### src/hw/rtl/wcov_pkg.sv
`timescale 1ns / 1ps

package wcov_pkg;

	// sizes of the data set and of the item fields
	localparam int MAX_ROWS = 1024;
	localparam int MAX_DIMS = 4;
	localparam int NVAR     = 4;
	localparam int IDX_W    = 2;
	localparam int VAL_W    = 16;
	localparam int WGT_W    = 16;
	localparam int OUT_W    = 48;

	// derived widths of counters, sums and the long division
	localparam int ROW_W    = $clog2(MAX_ROWS + 1);
	localparam int LOG_ROWS = $clog2(MAX_ROWS);
	localparam int WT_W     = WGT_W + LOG_ROWS;
	localparam int PROD_W   = VAL_W + WGT_W + 1;
	localparam int PROD2_W  = PROD_W + VAL_W;
	localparam int SX_W     = PROD_W + LOG_ROWS + 1;
	localparam int SXY_W    = PROD2_W + LOG_ROWS + 1;
	localparam int DEN_W    = 2 * WT_W;
	localparam int NUM_W    = 2 * SX_W + 2;
	localparam int DCNT_W   = $clog2(NUM_W + 1);

	// cycles for the last row to reach every accumulator of the cell chain
	localparam int DRAIN_CYC = MAX_DIMS + 4;
	localparam int DRN_W     = $clog2(DRAIN_CYC + 1);

	// configuration
	localparam int PADDR_W = 3;
	localparam logic REG_DIMS = 1'b0;
	localparam logic [2:0] DIMS_RESET = 3'd4;

	// result codes
	localparam logic KIND_CENTER = 1'b0;
	localparam logic KIND_COV    = 1'b1;
	localparam logic [1:0] STAT_OK      = 2'd0;
	localparam logic [1:0] STAT_ZERO_WT = 2'd1;
	localparam logic [1:0] STAT_DROPPED = 2'd2;

	typedef enum logic [3:0] {
		ST_LOAD,
		ST_DRAIN,
		ST_SQ,
		ST_NEXT,
		ST_MULA,
		ST_MULB,
		ST_DIV,
		ST_OUT,
		ST_CLEAR
	} state_t;

	// one observation travelling along the cell chain
	typedef struct packed {
		logic                       valid;
		logic [WGT_W-1:0]           w;
		logic [NVAR-1:0][VAL_W-1:0] x;
	} row_t;

	// sums held by one cell
	typedef struct packed {
		logic [SX_W-1:0]            sx;
		logic [NVAR-1:0][SXY_W-1:0] sxy;
	} acc_t;

endpackage

### src/hw/rtl/wcov_div.sv
`timescale 1ns / 1ps

module wcov_div (
	input  logic                              clk,
	input  logic                              arst_n,
	input  logic                              start,
	input  logic signed [wcov_pkg::NUM_W-1:0] num,
	input  logic [wcov_pkg::DEN_W-1:0]        den,
	output logic                              done,
	output logic                              neg,
	output logic [wcov_pkg::NUM_W-1:0]        quo
);

	logic                              busy_q, done_q;
	logic [wcov_pkg::DCNT_W-1:0]       cnt_q;
	logic [wcov_pkg::DEN_W-1:0]        rem_q, den_q;
	logic [wcov_pkg::NUM_W-1:0]        quo_q;
	logic                              neg_q;
	logic [wcov_pkg::DEN_W:0]          rem_sh;
	logic [wcov_pkg::DEN_W+1:0]        diff;

	// one quotient bit per cycle, restoring
	assign rem_sh = {rem_q, quo_q[wcov_pkg::NUM_W-1]};
	assign diff   = {1'b0, rem_sh} - {2'b00, den_q};

	always_ff @(posedge clk or negedge arst_n) begin
		if (!arst_n) begin
			busy_q <= 1'b0;
			done_q <= 1'b0;
			cnt_q  <= '0;
		end else begin
			done_q <= 1'b0;
			if (start) begin
				busy_q <= 1'b1;
				cnt_q  <= wcov_pkg::DCNT_W'(wcov_pkg::NUM_W);
			end else if (busy_q) begin
				cnt_q <= cnt_q - 1'b1;
				if (cnt_q == wcov_pkg::DCNT_W'(1)) begin
					busy_q <= 1'b0;
					done_q <= 1'b1;
				end
			end
		end
	end

	always_ff @(posedge clk) begin
		if (start) begin
			neg_q <= num[wcov_pkg::NUM_W-1];
			quo_q <= num[wcov_pkg::NUM_W-1] ? (~num + 1'b1) : num;
			rem_q <= '0;
			den_q <= den;
		end else if (busy_q) begin
			if (!diff[wcov_pkg::DEN_W+1]) begin
				rem_q <= diff[wcov_pkg::DEN_W-1:0];
				quo_q <= {quo_q[wcov_pkg::NUM_W-2:0], 1'b1};
			end else begin
				rem_q <= rem_sh[wcov_pkg::DEN_W-1:0];
				quo_q <= {quo_q[wcov_pkg::NUM_W-2:0], 1'b0};
			end
		end
	end

	assign done = done_q;
	assign neg  = neg_q;
	assign quo  = quo_q;

endmodule

### config.mk
export PLATFORM = sky130hd
export DESIGN_NAME = wcov_div
export DESIGN_NICKNAME = d
export VERILOG_FILES = /design/src/hw/rtl/wcov_pkg.sv /design/src/hw/rtl/wcov_div.sv
export SDC_FILE = /design/constraint.sdc
export NUM_CORES = 1
export LEC_CHECK = 0
export BUFFER_PORTS_ARGS = -buffer_cell sky130_fd_sc_hd__buf_2
export CORE_MARGIN = 4
export CORE_UTILIZATION = 50
export DETAILED_ROUTE_END_ITERATION = 7
export HOLD_SLACK_MARGIN = 0.08
export PLACE_DENSITY = 0.8
export SKIP_LAST_GASP = 1
export SLEW_MARGIN = 20
export SYNTH_ARGS = -nofsm -noshare
export SYNTH_HDL_FRONTEND = slang
export SYNTH_SLANG_ARGS = --single-unit
### constraint.sdc
create_clock -name clk -period 8.9 [get_ports clk]
set_clock_uncertainty 0.15 [all_clocks]
set_input_delay 1.78 -clock clk [delete_from_list [all_inputs] [get_ports clk]]
set_output_delay 1.78 -clock clk [all_outputs]
set_load 0.05 [all_outputs]
==> impl_metrics.tcl <==
set metrics [dict create \
    maxClockFrequency_mhz 208 \
    gp_congestion 0.935 \
    multi_input_area_mm2 0.00707 \
    cpMostUsedCell "or3_1" \
    vias 11791 \
    grt_max_degree 108 \
    grt_usage_pct 24.3 \
    drive_gt1_share_pct 19.3 \
    finalMaxSlewViolations 0 \
    grt_first_pass_wirelength_um 58300 \
    path_cells "buf_2 -> or4_1 -> nor4_2 -> nand4b_1 -> or3_1 -> or3_1 -> or3_4 -> o21ai_2 -> xor2_1 -> a21oi_1" \
    synth_edf_count 143 \
    slew_headroom_pct 26.1 \
    grt_pass1_vias 11433 \
    cts_tree "built" \
    dieHeight_um 170 \
    cpMaxStageDelayCell "or4_1" \
    path_clk_slew_ns 0.06 \
    layout_min_cycle_time_ns 4.80 \
    ioPinCount 237 \
    n_fill_cell 2306 \
    final_common_cell "buf_2" \
    synthTopCellsByArea "edfxtp_1 33%, dfxtp_1 7.9%, xor2_1 6.4%" \
    hold_viol_final 0 \
    globalRouteMet3Util_pct 6.71 \
    hpwlAfterDp_um 26700 \
    syn_area_per_cell_um2 8.95 \
    yosys.area.top_type "edfxtp_1" \
    regArea_mm2 0.00556 \
    die_w_um 170 \
    grt_setup_unrepaired "no" \
    async_flop_share_pct 4.41 \
    grt-ovfl-total 0 \
    synthesis.nets 1675 \
    fin_total_pwr_w 0.00268 \
    fp.coreArea_mm2 0.0260 \
    holdWs_ns 0.341 \
    yosysWarningCount 0 \
    critPathArrivalTime_ns 4.90 \
    clkPwrFrac_pct 36.1 \
    netlist_instances 1474 \
    core.rowCount 59 \
    finalSetupTns_ns 0 \
    switchingPower_w 0.000835 \
    irDropWorstVdd_v 0.000207 \
    synth.cell_area_mm2 0.0132 \
    die_area_mm2 0.0290 \
    via_per_inst 5.83 \
    clk-insertion-delay-late_ns 0.52 \
    drc 0 \
    tightestPinTransition_ns 1.10 \
    slowest_delay_ns 0.61 \
    first_pass_iters 5 \
    end_kind "register" \
    htreeDepth 1 \
    mostFrequentLayoutCells "235 x buf_2, 168 x nor2_1, 157 x nand2_1, 151 x a21oi_1, 143 x edfxtp_1" \
    gr-usage-met1_pct 30.7 \
    min_path_type "register to register" \
    status "finished clean" \
    drtIter0Drc 924 \
    cap_violations 0 \
    top_usage_layer "met2" \
    portBuffers 236 \
    detail-route-antenna-nets 0 \
    finalNonFillerCells 2024 \
    dp.cells 1978 \
    p_leak_nw 6.30 \
    wire_per_inst_um 18.1 \
    clockBufferDepth 3 \
    clock-root-buffer "clkbuf_16" \
    use_met2_pct 40.8 \
    path_class "primary input to register" \
    cp-start-kind "primary input" \
    power.internal_w 0.00184 \
    postCtsSetupRepairBufs 0 \
    setup_viol 0 \
    ys_seq_area_share_pct 42.2 \
    cts_buffers 25 \
    p_sw_share_pct 31.2 \
    p_per_area_mw_per_mm2 174 \
    ys_ff_latch 204 \
    clkSinkCount 204 \
    comb_power_share_pct 20.8 \
    start_util_pct 50.8 \
    min_period_over_period_pct 54.0 \
    grt_antenna_before_repair 7 \
    ctsHoldBuffers 0 \
    wl_um 36600 \
    yosysTopAreaCellShare_pct 32.6 \
    area_delta_synth_final_pct 16.4 \
    required_ns 8.99 \
    ctsResizeCount 0 \
    path_max_fanout 7 \
    pwr-share-seq_pct 43.1 \
    synth_ff_type "edfxtp_1" \
    nets 1871 \
    synth_cell_types 68 \
]
power by group through the flow:
stage	sequential (W)	clock [W]	combinational, W
final	0.00115	0.000967	0.000557
after floorplan	0.00135	0	0.000198
after global placement	0.00117	0	0.000543
after CTS	0.00115	0.000989	0.000556
after detailed placement	0.00117	0	0.000554
after global routing	0.00116	0.00103	0.000596
critical path: cells and delay by family:
kind,cells,cell delay [ns]
AND/OR/NAND/NOR,6,2.65
AO/OA/AOI/OAI,2,0.20
XOR/XNOR,1,0.15
buffers and inverters,1,0.12
flip-flops by register name (all words and copies together) (netlist names):
signal  flops
den_q      52
neg         1
done        1
quo        90
cnt_q       7
rem_q      52
busy_q      1
layout make-up:
class | count | share of cell area (%)
multi-input cells | 1120 | 46.1
clock buffers | 30 | 4.26
clock inverters | 14 | 0.733
repair buffers | 243 | 8.09
inverters | 76 | 1.87
flip-flops and latches | 204 | 36.2
well taps | 335 | 2.73
diodes | 2 | 0.0326
Yosys cell counts, types with 29 or more instances:
cell,instances
nor3_1,29
dfxtp_1,52
inv_1,76
a21oi_1,151
xnor2_1,38
clkbuf_1,67
xor2_1,97
nand2_1,157
o21ai_0,85
nor2_1,169
ha_1,55
edfxtp_1,143
logic make-up after synthesis:
| family | after synthesis | synth area share (%) |
|---|---|---|
| buffers and inverters | 150 | 4.29 |
| muxes | 28 | 2.34 |
| adders and majority gates | 56 | 5.37 |
| xor gates and xnor gates | 135 | 8.96 |
| AOI/OAI and AO/OA | 413 | 19.6 |
| DFF | 204 | 42.2 |
| and+or+nand+nor | 488 | 17.3 |
per-stage QoR:
step           util, %  setup slack (ns)  cell area, um^2
6_report          59.1              4.10            15400
5_1_grt           59.1              3.80            15400
4_1_cts           59.1              4.15            15400
3_5_place_dp      56.1              3.59            14600
3_3_place_gp      56.1              3.64            14600
2_1_floorplan        -              4.12            13200
per-layer routing:
metal  vias to the layer above  share of wire [%]  wire length (um)
met3                        84                9.5              3480
met1                      5441                 40             14800
li1                       5735                  -                 -
met2                       521                 47             17200
met4                        10                2.9              1070
met5                         -               0.15                55
worst paths after layout:
path	from	endpoint	slack [ns]	depth (start not counted)
max	num[4]	quo[73]	4.10	10
min	rem_q[4]	rem_q[4]	0.34	2
max reg2reg	quo[89]	rem_q[51]	4.28	11
min reg2reg	rem_q[4]	rem_q[4]	0.34	2
max in group asynchronous	arst_n	busy_q	7.44	1
min in group asynchronous	arst_n	cnt_q[1]	0.95	1
No activity file was read; power rests on OpenSTA's default activity.
